===== src/ste_pkg.sv =====
// Shared types and constants for the sleep timer wake table.
package ste_pkg;

  localparam int unsigned SLOTS_DEF   = 16;
  localparam int unsigned MAX_RESULTS = 16;

  localparam int unsigned TICK_W   = 40;
  localparam int unsigned FEMTO_W  = 54;
  localparam int unsigned HANDLE_W = 16;
  localparam int unsigned SEC_W    = 14;
  localparam int unsigned NSEC_W   = 30;

  localparam logic [TICK_W-1:0] FEMTO_PER_SEC  = 40'd1000000000000;
  localparam logic [9:0]        FEMTO_PER_NSEC = 10'd1000;
  localparam logic [TICK_W-1:0] TICK_RESET     = FEMTO_PER_SEC;

  typedef enum logic [1:0] {
    CMD_SLEEP = 2'd0,
    CMD_WAIT  = 2'd1,
    CMD_TICK  = 2'd2,
    CMD_WAKE  = 2'd3
  } cmd_e;

  typedef enum logic [1:0] {
    STAT_ACCEPTED = 2'd0,
    STAT_WOKEN    = 2'd1,
    STAT_FULL     = 2'd2,
    STAT_NONE     = 2'd3
  } status_e;

  // One table entry as stored in the slot memory.
  typedef struct packed {
    logic                timed;
    logic [HANDLE_W-1:0] thread;
    logic [HANDLE_W-1:0] key;
    logic [FEMTO_W-1:0]  target;
    logic [FEMTO_W-1:0]  elapsed;
  } slot_t;

endpackage


===== src/sleep_timer_wake_table.sv =====
// Top level of the sleep timer wake table: command sequencer over a slot memory.
//
// Requests enter on the s_ channel (tuser = command, tdata = thread handle, key,
// seconds, nanoseconds). Each request yields one or more results on the m_
// channel (tuser = status, tdata = woken thread, woken key, timer active);
// tlast marks the final result of a request. tick_femtos is written through
// cfg_we_i / cfg_wdata_i, at an edge only while the block is idle: the user
// keeps to this, the block does not enforce it. Entries live compacted in
// arrival order in one slot memory (one write and one registered read port).
// A sleep or wait goes from acceptance to its result through the accept,
// multiply, store and answer steps. A tick or wake sweeps the occupied slots
// at one slot per cycle while the output register is free, reading slot i+1
// through the single read port while slot i is rewritten at its compacted
// place. A tick that finds no timed entry, a wake on an empty table, or a
// sleep or wait on a full table answers straight from acceptance.
// A woken entry is held one step so that tlast can be set on the final one;
// when the receiver stalls, the sweep holds in place until the output
// register frees up. A new request is taken while a result still waits.
// Reset empties the table, stops the timer and sets tick_femtos to 1e12;
// only slots below the fill count are ever read, so memory needs no clearing.
module sleep_timer_wake_table #(
  parameter int unsigned SLOTS = ste_pkg::SLOTS_DEF
) (
  input  logic        clk_i,
  input  logic        rst_ni,
  // request channel
  input  logic        s_tvalid_i,
  output logic        s_tready_o,
  input  logic [79:0] s_tdata_i,  // thread_handle[15:0], key[31:16], duration_sec[45:32],
                                  // duration_nsec[75:46], zero pad[79:76]
  input  logic [1:0]  s_tuser_i,  // command[1:0]
  // result channel
  output logic        m_tvalid_o,
  input  logic        m_tready_i,
  output logic [39:0] m_tdata_o,  // woken_thread[15:0], woken_key[31:16],
                                  // timer_active[32], zero pad[39:33]
  output logic [1:0]  m_tuser_o,  // status[1:0]
  output logic        m_tlast_o,
  // configuration
  input  logic        cfg_we_i,
  input  logic [39:0] cfg_wdata_i  // tick_femtos
);

  localparam int unsigned IW = $clog2(SLOTS);
  localparam int unsigned CW = $clog2(SLOTS + 1);
  localparam int unsigned NW = $clog2(ste_pkg::MAX_RESULTS + 1);
  localparam int unsigned FW = ste_pkg::FEMTO_W;
  localparam int unsigned HW = ste_pkg::HANDLE_W;
  localparam int unsigned EW = $bits(ste_pkg::slot_t);

  typedef enum logic [2:0] {
    ST_IDLE,
    ST_MUL,
    ST_STORE,
    ST_SCAN,
    ST_DONE
  } state_e;

  state_e                       state_q;
  ste_pkg::cmd_e                cmd_q;
  logic [HW-1:0]                thr_q;
  logic [HW-1:0]                key_q;
  logic [ste_pkg::SEC_W-1:0]    sec_q;
  logic [ste_pkg::NSEC_W-1:0]   nsec_q;
  logic [FW-1:0]                prod_sec_q;
  logic [ste_pkg::TICK_W-1:0]   prod_nsec_q;
  logic [CW-1:0]                cnt_q;        // fill count
  logic [CW-1:0]                timed_cnt_q;  // timed entries in the table
  logic                         timer_on_q;
  logic [ste_pkg::TICK_W-1:0]   tick_q;
  logic [IW-1:0]                idx_q;        // slot whose word sits on the read port
  logic [CW-1:0]                wr_q;         // compacted write place
  logic [NW-1:0]                n_q;          // wakes so far in this request
  logic                         pend_q;
  logic [HW-1:0]                pend_thr_q;
  logic [HW-1:0]                pend_key_q;
  ste_pkg::status_e             fin_status_q;
  logic                         out_valid_q;
  ste_pkg::status_e             out_status_q;
  logic [HW-1:0]                out_thr_q;
  logic [HW-1:0]                out_key_q;
  logic                         out_timer_q;
  logic                         out_last_q;

  logic                         in_acc;
  ste_pkg::cmd_e                in_cmd;
  logic                         out_free;
  logic                         out_load;
  logic [EW-1:0]                rd_word;
  ste_pkg::slot_t               rd_entry;
  ste_pkg::slot_t               keep_entry;
  ste_pkg::slot_t               new_entry;
  logic [FW:0]                  sum_elapsed;
  logic                         time_up;
  logic                         room;
  logic                         hit;
  logic                         scan_stall;
  logic                         scan_go;
  logic                         scan_end;
  logic [FW-1:0]                store_target;
  logic                         store_timed;
  logic                         start_scan;
  logic                         ram_we;
  logic [IW-1:0]                ram_waddr;
  logic [EW-1:0]                ram_wdata;
  logic                         ram_re;
  logic [IW-1:0]                ram_raddr;

  assign s_tready_o = (state_q == ST_IDLE);
  assign in_acc     = s_tvalid_i && s_tready_o;
  assign in_cmd     = ste_pkg::cmd_e'(s_tuser_i);
  assign out_free   = !out_valid_q || m_tready_i;

  // Sweep step: update the elapsed count and decide whether the slot wakes.
  assign rd_entry    = ste_pkg::slot_t'(rd_word);
  assign sum_elapsed = {1'b0, rd_entry.elapsed} + (FW + 1)'(tick_q);
  assign time_up     = sum_elapsed >= {1'b0, rd_entry.target};
  assign room        = n_q < NW'(ste_pkg::MAX_RESULTS);

  always_comb begin
    keep_entry = rd_entry;
    if (cmd_q == ste_pkg::CMD_TICK) begin
      hit = rd_entry.timed && time_up && room;
      if (rd_entry.timed) begin
        keep_entry.elapsed = time_up ? rd_entry.target : sum_elapsed[FW-1:0];
      end
    end else begin
      hit = !rd_entry.timed && (rd_entry.key == key_q) && room;
    end
  end

  assign scan_stall = (state_q == ST_SCAN) && hit && pend_q && !out_free;
  assign scan_go    = (state_q == ST_SCAN) && !scan_stall;
  assign scan_end   = ((CW'(idx_q) + CW'(1)) == cnt_q);

  // Output register loads either a released wake or the final result.
  assign out_load = (scan_go && hit && pend_q) || ((state_q == ST_DONE) && out_free);

  // New entry for a sleep or wait.
  assign store_target = prod_sec_q + FW'(prod_nsec_q);
  assign store_timed  = (store_target != '0);

  always_comb begin
    new_entry.timed   = store_timed;
    new_entry.thread  = thr_q;
    new_entry.key     = (cmd_q == ste_pkg::CMD_WAIT) ? key_q : (store_timed ? '0 : thr_q);
    new_entry.target  = store_target;
    new_entry.elapsed = '0;
  end

  assign start_scan = in_acc &&
                      (((in_cmd == ste_pkg::CMD_TICK) && (timed_cnt_q != '0)) ||
                       ((in_cmd == ste_pkg::CMD_WAKE) && (cnt_q != '0)));

  // Memory port control: read ahead one slot, write kept slots at their
  // compacted place (never above the slot being read).
  always_comb begin
    ram_re    = 1'b0;
    ram_raddr = '0;
    if (start_scan) begin
      ram_re = 1'b1;
    end else if (scan_go && !scan_end) begin
      ram_re    = 1'b1;
      ram_raddr = idx_q + IW'(1);
    end
    ram_we    = 1'b0;
    ram_waddr = wr_q[IW-1:0];
    ram_wdata = keep_entry;
    if (state_q == ST_STORE) begin
      ram_we    = 1'b1;
      ram_waddr = cnt_q[IW-1:0];
      ram_wdata = new_entry;
    end else if (scan_go && !hit) begin
      ram_we = 1'b1;
    end
  end

  ste_ram #(
    .WIDTH(EW),
    .DEPTH(SLOTS)
  ) u_slot_ram (
    .clk_i  (clk_i),
    .we_i   (ram_we),
    .waddr_i(ram_waddr),
    .wdata_i(ram_wdata),
    .re_i   (ram_re),
    .raddr_i(ram_raddr),
    .rdata_o(rd_word)
  );

  always_ff @(posedge clk_i or negedge rst_ni) begin
    if (!rst_ni) begin
      state_q      <= ST_IDLE;
      cmd_q        <= ste_pkg::CMD_SLEEP;
      thr_q        <= '0;
      key_q        <= '0;
      sec_q        <= '0;
      nsec_q       <= '0;
      prod_sec_q   <= '0;
      prod_nsec_q  <= '0;
      cnt_q        <= '0;
      timed_cnt_q  <= '0;
      timer_on_q   <= 1'b0;
      tick_q       <= ste_pkg::TICK_RESET;
      idx_q        <= '0;
      wr_q         <= '0;
      n_q          <= '0;
      pend_q       <= 1'b0;
      pend_thr_q   <= '0;
      pend_key_q   <= '0;
      fin_status_q <= ste_pkg::STAT_NONE;
      out_valid_q  <= 1'b0;
      out_status_q <= ste_pkg::STAT_NONE;
      out_thr_q    <= '0;
      out_key_q    <= '0;
      out_timer_q  <= 1'b0;
      out_last_q   <= 1'b0;
    end else begin
      if (cfg_we_i) begin
        tick_q <= cfg_wdata_i;
      end
      // drop a result once taken unless a new one loads below
      if (out_valid_q && m_tready_i && !out_load) begin
        out_valid_q <= 1'b0;
      end

      case (state_q)
        ST_IDLE: begin
          if (in_acc) begin
            cmd_q        <= in_cmd;
            thr_q        <= s_tdata_i[15:0];
            key_q        <= s_tdata_i[31:16];
            sec_q        <= s_tdata_i[45:32];
            nsec_q       <= s_tdata_i[75:46];
            idx_q        <= '0;
            wr_q         <= '0;
            n_q          <= '0;
            pend_q       <= 1'b0;
            fin_status_q <= ste_pkg::STAT_NONE;
            case (in_cmd)
              ste_pkg::CMD_SLEEP, ste_pkg::CMD_WAIT: begin
                if (cnt_q == CW'(SLOTS)) begin
                  fin_status_q <= ste_pkg::STAT_FULL;
                  state_q      <= ST_DONE;
                end else begin
                  state_q <= ST_MUL;
                end
              end
              ste_pkg::CMD_TICK: begin
                if (timed_cnt_q == '0) begin
                  timer_on_q <= 1'b0;
                  state_q    <= ST_DONE;
                end else begin
                  state_q <= ST_SCAN;
                end
              end
              ste_pkg::CMD_WAKE: begin
                state_q <= (cnt_q == '0) ? ST_DONE : ST_SCAN;
              end
              default: begin
                state_q <= ST_DONE;
              end
            endcase
          end
        end

        ST_MUL: begin
          if (cmd_q == ste_pkg::CMD_SLEEP) begin
            prod_sec_q  <= FW'(sec_q) * FW'(ste_pkg::FEMTO_PER_SEC);
            prod_nsec_q <= ste_pkg::TICK_W'(nsec_q) * ste_pkg::TICK_W'(ste_pkg::FEMTO_PER_NSEC);
          end else begin
            prod_sec_q  <= '0;
            prod_nsec_q <= '0;
          end
          state_q <= ST_STORE;
        end

        ST_STORE: begin
          cnt_q <= cnt_q + CW'(1);
          if (store_timed) begin
            timer_on_q  <= 1'b1;
            timed_cnt_q <= timed_cnt_q + CW'(1);
          end
          fin_status_q <= ste_pkg::STAT_ACCEPTED;
          state_q      <= ST_DONE;
        end

        ST_SCAN: begin
          if (scan_go) begin
            if (hit) begin
              // release the held wake, hold this one so tlast can follow
              if (pend_q) begin
                out_valid_q  <= 1'b1;
                out_status_q <= ste_pkg::STAT_WOKEN;
                out_thr_q    <= pend_thr_q;
                out_key_q    <= pend_key_q;
                out_timer_q  <= timer_on_q;
                out_last_q   <= 1'b0;
              end
              pend_q     <= 1'b1;
              pend_thr_q <= rd_entry.thread;
              pend_key_q <= rd_entry.timed ? '0 : rd_entry.key;
              n_q        <= n_q + NW'(1);
              if (rd_entry.timed) begin
                timed_cnt_q <= timed_cnt_q - CW'(1);
              end
            end else begin
              wr_q <= wr_q + CW'(1);
            end
            if (scan_end) begin
              cnt_q   <= hit ? wr_q : (wr_q + CW'(1));
              state_q <= ST_DONE;
            end else begin
              idx_q <= idx_q + IW'(1);
            end
          end
        end

        ST_DONE: begin
          if (out_free) begin
            out_valid_q  <= 1'b1;
            out_status_q <= pend_q ? ste_pkg::STAT_WOKEN : fin_status_q;
            out_thr_q    <= pend_q ? pend_thr_q : '0;
            out_key_q    <= pend_q ? pend_key_q : '0;
            out_timer_q  <= timer_on_q;
            out_last_q   <= 1'b1;
            pend_q       <= 1'b0;
            state_q      <= ST_IDLE;
          end
        end

        default: begin
          state_q <= ST_IDLE;
        end
      endcase
    end
  end

  assign m_tvalid_o = out_valid_q;
  assign m_tuser_o  = out_status_q;
  assign m_tdata_o  = {7'b0, out_timer_q, out_key_q, out_thr_q};
  assign m_tlast_o  = out_last_q;

  // The fill count never passes the table size.
  a_cnt_bound: assert property (@(posedge clk_i) disable iff (!rst_ni)
    cnt_q <= CW'(SLOTS))
    else $error("fill count above table size");

  // Timed entries are a subset of the stored entries.
  a_timed_subset: assert property (@(posedge clk_i) disable iff (!rst_ni)
    timed_cnt_q <= cnt_q)
    else $error("timed count above fill count");

  // A stored timed entry keeps the tick source enabled.
  a_timer_on: assert property (@(posedge clk_i) disable iff (!rst_ni)
    (timed_cnt_q != '0) |-> timer_on_q)
    else $error("timed entry present with timer off");

  // Compaction writes never overtake the read sweep.
  a_compact: assert property (@(posedge clk_i) disable iff (!rst_ni)
    (state_q == ST_SCAN) |-> (wr_q <= CW'(idx_q)))
    else $error("compaction write ahead of read");

endmodule


===== src/ste_ram.sv =====
// Generic single-write, single-read RAM with a registered read port.
module ste_ram #(
  parameter int unsigned WIDTH = 8,
  parameter int unsigned DEPTH = 16
) (
  input  logic                     clk_i,
  input  logic                     we_i,
  input  logic [$clog2(DEPTH)-1:0] waddr_i,
  input  logic [WIDTH-1:0]         wdata_i,
  input  logic                     re_i,
  input  logic [$clog2(DEPTH)-1:0] raddr_i,
  output logic [WIDTH-1:0]         rdata_o
);

  logic [WIDTH-1:0] mem_q [DEPTH];
  logic [WIDTH-1:0] rdata_q;

  always_ff @(posedge clk_i) begin
    if (we_i) begin
      mem_q[waddr_i] <= wdata_i;
    end
    // hold the last read word while no read is issued
    if (re_i) begin
      rdata_q <= mem_q[raddr_i];
    end
  end

  assign rdata_o = rdata_q;

endmodule


===== config.mk =====
export PLATFORM = sky130hd
export DESIGN_NAME = sleep_timer_wake_table
export DESIGN_NICKNAME = d
export VERILOG_FILES = /design/src/ste_pkg.sv /design/src/sleep_timer_wake_table.sv /design/src/ste_ram.sv
export SDC_FILE = /design/constraint.sdc
export NUM_CORES = 2
export LEC_CHECK = 0
export CAP_MARGIN = 20
export CELL_PAD_IN_SITES_DETAIL_PLACEMENT = 1
export CELL_PAD_IN_SITES_GLOBAL_PLACEMENT = 2
export CORE_ASPECT_RATIO = 1.75
export CORE_MARGIN = 2
export CORE_UTILIZATION = 25
export DETAILED_ROUTE_END_ITERATION = 7
export DONT_BUFFER_PORTS = 1
export PLACE_DENSITY_LB_ADDON = 0.1
export SLEW_MARGIN = 20
export SYNTH_ARGS = -nofsm -noshare
export SYNTH_HDL_FRONTEND = slang
export SYNTH_SLANG_ARGS = --single-unit

===== constraint.sdc =====
create_clock -name clk_i -period 23.2 [get_ports clk_i]
set_input_delay 1.16 -clock clk_i [delete_from_list [all_inputs] [get_ports clk_i]]
set_output_delay 1.16 -clock clk_i [all_outputs]
set_load 0.01 [all_outputs]

==> impl_metrics.ini <==
[run]
drv_cap = 0

[synth]
syn_area_sq_um = 125000
synth-seq-cells = 2694
async_reset_ff_share_pct = 11.0
synth_area_leaders = edfxtp_1 58%, dfrtp_1 5.6%, nand2_1 4.1%
ys_seq_area_share_pct = 63.7
avgSynthCellArea_sq_um = 12.4
ys_warn_count = 0
synth_area_leader_cell = edfxtp_1
synth-edff-count = 2397
synthCells = 10081
synthFlopType = edfxtp_1
synth_cell_type_count = 83
yosys.area.top_type_share_pct = 57.7

[global_routing]
gr-total-overflow = 0
grt_pass1_vias = 90186
grt_pass1_wl_um = 702000
grt_antenna_before_repair = 33
grt_usage_pct = 19.3
grt_start_max_net_pins = 210

[worst_setup_path]
critPathTopFamily = compound AO/OA/AOI/OAI gates
arrival_ns = 13.08
rr_startpoint = u_slot_ram.rdata_o[7]
cp-end-kind = flop
critical_path_class = reg -> reg
cp.depth = 26
startpoint_type = flop
crit_start = u_slot_ram.rdata_o[7]
cp_data_required_time_ns = 23.91
reg2reg_depth = 26
crit_slowest_cell = buf_4
crit_buf_inv = 5
reg2reg_slack_ns = 10.83
crit_top_cell = buf_4
timing.rr.end = u_slot_ram.rdata_o[89]
crit_path_end = u_slot_ram.rdata_o[89]
slowest_delay_ns = 0.84
crit_fanout = 56

[place]
portBuffers = 0
placed_area_sq_um = 133000
dp_hpwl_um = 291000
place_ws_ns = 10.47
gp_congestion = 0.779

[sta]
layout_setup_ws_ns = 10.83
fin_skew_ns = 0.0665
fin_crit_sh_pct = 53.3
fmax_ghz = 0.0808
finalHoldViolCount = 0
slew_headroom_pct = 14.9
setup_violations = 0
fin_setup_tns_ns = 0
drv_slew = 0
finalCriticalPeriod_ns = 12.37
rsz0062_at_grt = no
worstMarginPinSlew_ns = 1.27

[drt]
drt-total-wl_um = 495000
routedWlPerCell_um = 29.6
first_iter_violations = 4834
first_pass_iters = 5
via_count = 83047
viasPerCell = 4.95
final_antenna_net_count = 0
drc = 0

[outcome]
status = finished, final reports clean

[cts]
clkTransAtPathRegs_ns = 0.06
cts_sinks = 2694
clk_latency_ns = 0.99
clk_path_buf_depth = 4
cts_tree = built
cts_buffers = 294
cts_setup_buffers = 0
cts_resized = 0
ctsHtreeMaxLevel = 5
cts_hold_buffers = 3
cts-root-buf = clkbuf_16

[floorplanning]
io_pins = 172
rows = 343
start_util_pct = 25.1
coreArea_sq_um = 498000
die-area_sq_um = 505000
die_w_um = 538
die_y_um = 939

[finish]
layout_commonest_cell = edfxtp_1
area_delta_synth_final_pct = 14.4
fin_area_sq_um = 143000
finalCoreUtilization_pct = 28.7
final_cell_mix = 2397 x edfxtp_1, 1346 x nand2_1, 884 x nor2_1
layout-drive-gt1-share_pct = 8.43
layout.nets = 10671

[min_path]
holdCritPathClass = in -> async
==> logic make-up (layout without fill, tap and decap cells) <==
| kind of cell | Yosys count | after routing | synth area share [%] |
|---|---|---|---|
| other | 1 | 20 | 0.00301 |
| muxes | 224 | 224 | 1.84 |
| AOI/OAI and AO/OA | 2407 | 2407 | 12.7 |
| xor gates and xnor gates | 174 | 174 | 1.22 |
| buffers and inverters | 1098 | 1208 | 3.39 |
| adders and majority gates | 575 | 575 | 7.04 |
| and+or+nand+nor | 2908 | 2908 | 10.2 |
| DFF | 2694 | 2694 | 63.7 |
==> Yosys cell counts, drive strengths merged (21+ instances only) <==
cell       n
o21ai    722
nand4     47
nor2b     25
a311oi   144
xor2      59
buf       91
dfrtp    280
edfxtp  2397
a211oi    42
and3     170
a31oi    173
nand2   1350
nand2b    37
a21oi    507
o21a      21
inv      423
o31a     143
ha       363
nand3     66
or4      148
fa       212
clkbuf   583
a22o     154
o221ai   144
nor3      59
mux2      43
xnor2    115
o311ai   146
nor2     905
mux2i    181
a21o      68
==> worst min path at each step <==
stage	cells past startpoint	slack (ns)	endpoint
3_3_place_gp	2	0.47	pend_thr_q[3]
3_5_place_dp	2	0.47	pend_thr_q[2]
5_1_grt	1	0.04	tick_q[22]
6_report	1	0.09	tick_q[22]
4_1_cts	2	0.13	nsec_q[22]
2_1_floorplan	2	0.44	pend_thr_q[0]
==> per-layer routing <==
layer  GRT usage, %  vias to the layer above  routed length [um]  part of all wire [%]
met5              0                        -                  40                0.0081
met4           4.95                        6               13400                   2.7
met3           1.65                      493               12100                   2.4
met2           36.1                     1158              264000                    53
met1           23.5                    44267              206000                    42
li1               -                    37123                   -                     -
==> state kept, by name, summed over array words and instances (netlist names), 4 cells and up <==
name / flops
wr_q: 5
u_slot_ram.mem_q: 2256
pend_thr_q: 16
thr_q: 16
prod_sec_q: 42
n_q: 5
out_thr_q: 16
tick_q: 40
sec_q: 14
prod_nsec_q: 37
idx_q: 4
pend_key_q: 16
out_key_q: 16
nsec_q: 30
key_q: 16
u_slot_ram.rdata_o: 141
timed_cnt_q: 5
cnt_q: 5
==> per-stage QoR <==
step / instances / hold slack (ns)
finish: 16765 / 0.0892
global route: 16759 / 0.0428
CTS: 16748 / 0.131
detailed placement: 16221 / 0.473
global placement: 16217 / 0.471
floorplan: 10087 / 0.441
==> final cells by class <==
type	instances	area (sq um)
inverters	424	1590
fillers	53491	355000
multi-input cells	6295	41800
clock inverters	148	1510
repair buffers	260	2320
diodes	13	32.5
well taps	6555	8200
flip-flops and latches	2694	79400
clock buffers	376	7880
==> worst reg2reg max path: cells and delay by family (launching register included) <==
kind,cells,cell delay (ns)
DFF,1,0.48
and+or+nand+nor,8,3.37
AOI/OAI and AO/OA,10,4.17
xor gates and xnor gates,1,0.09
adders and majority gates,2,0.84
buffers and inverters,5,3.17
Power is not shown: default switching activity piles up to over one toggle a cycle in this logic, so the estimate is an artifact.
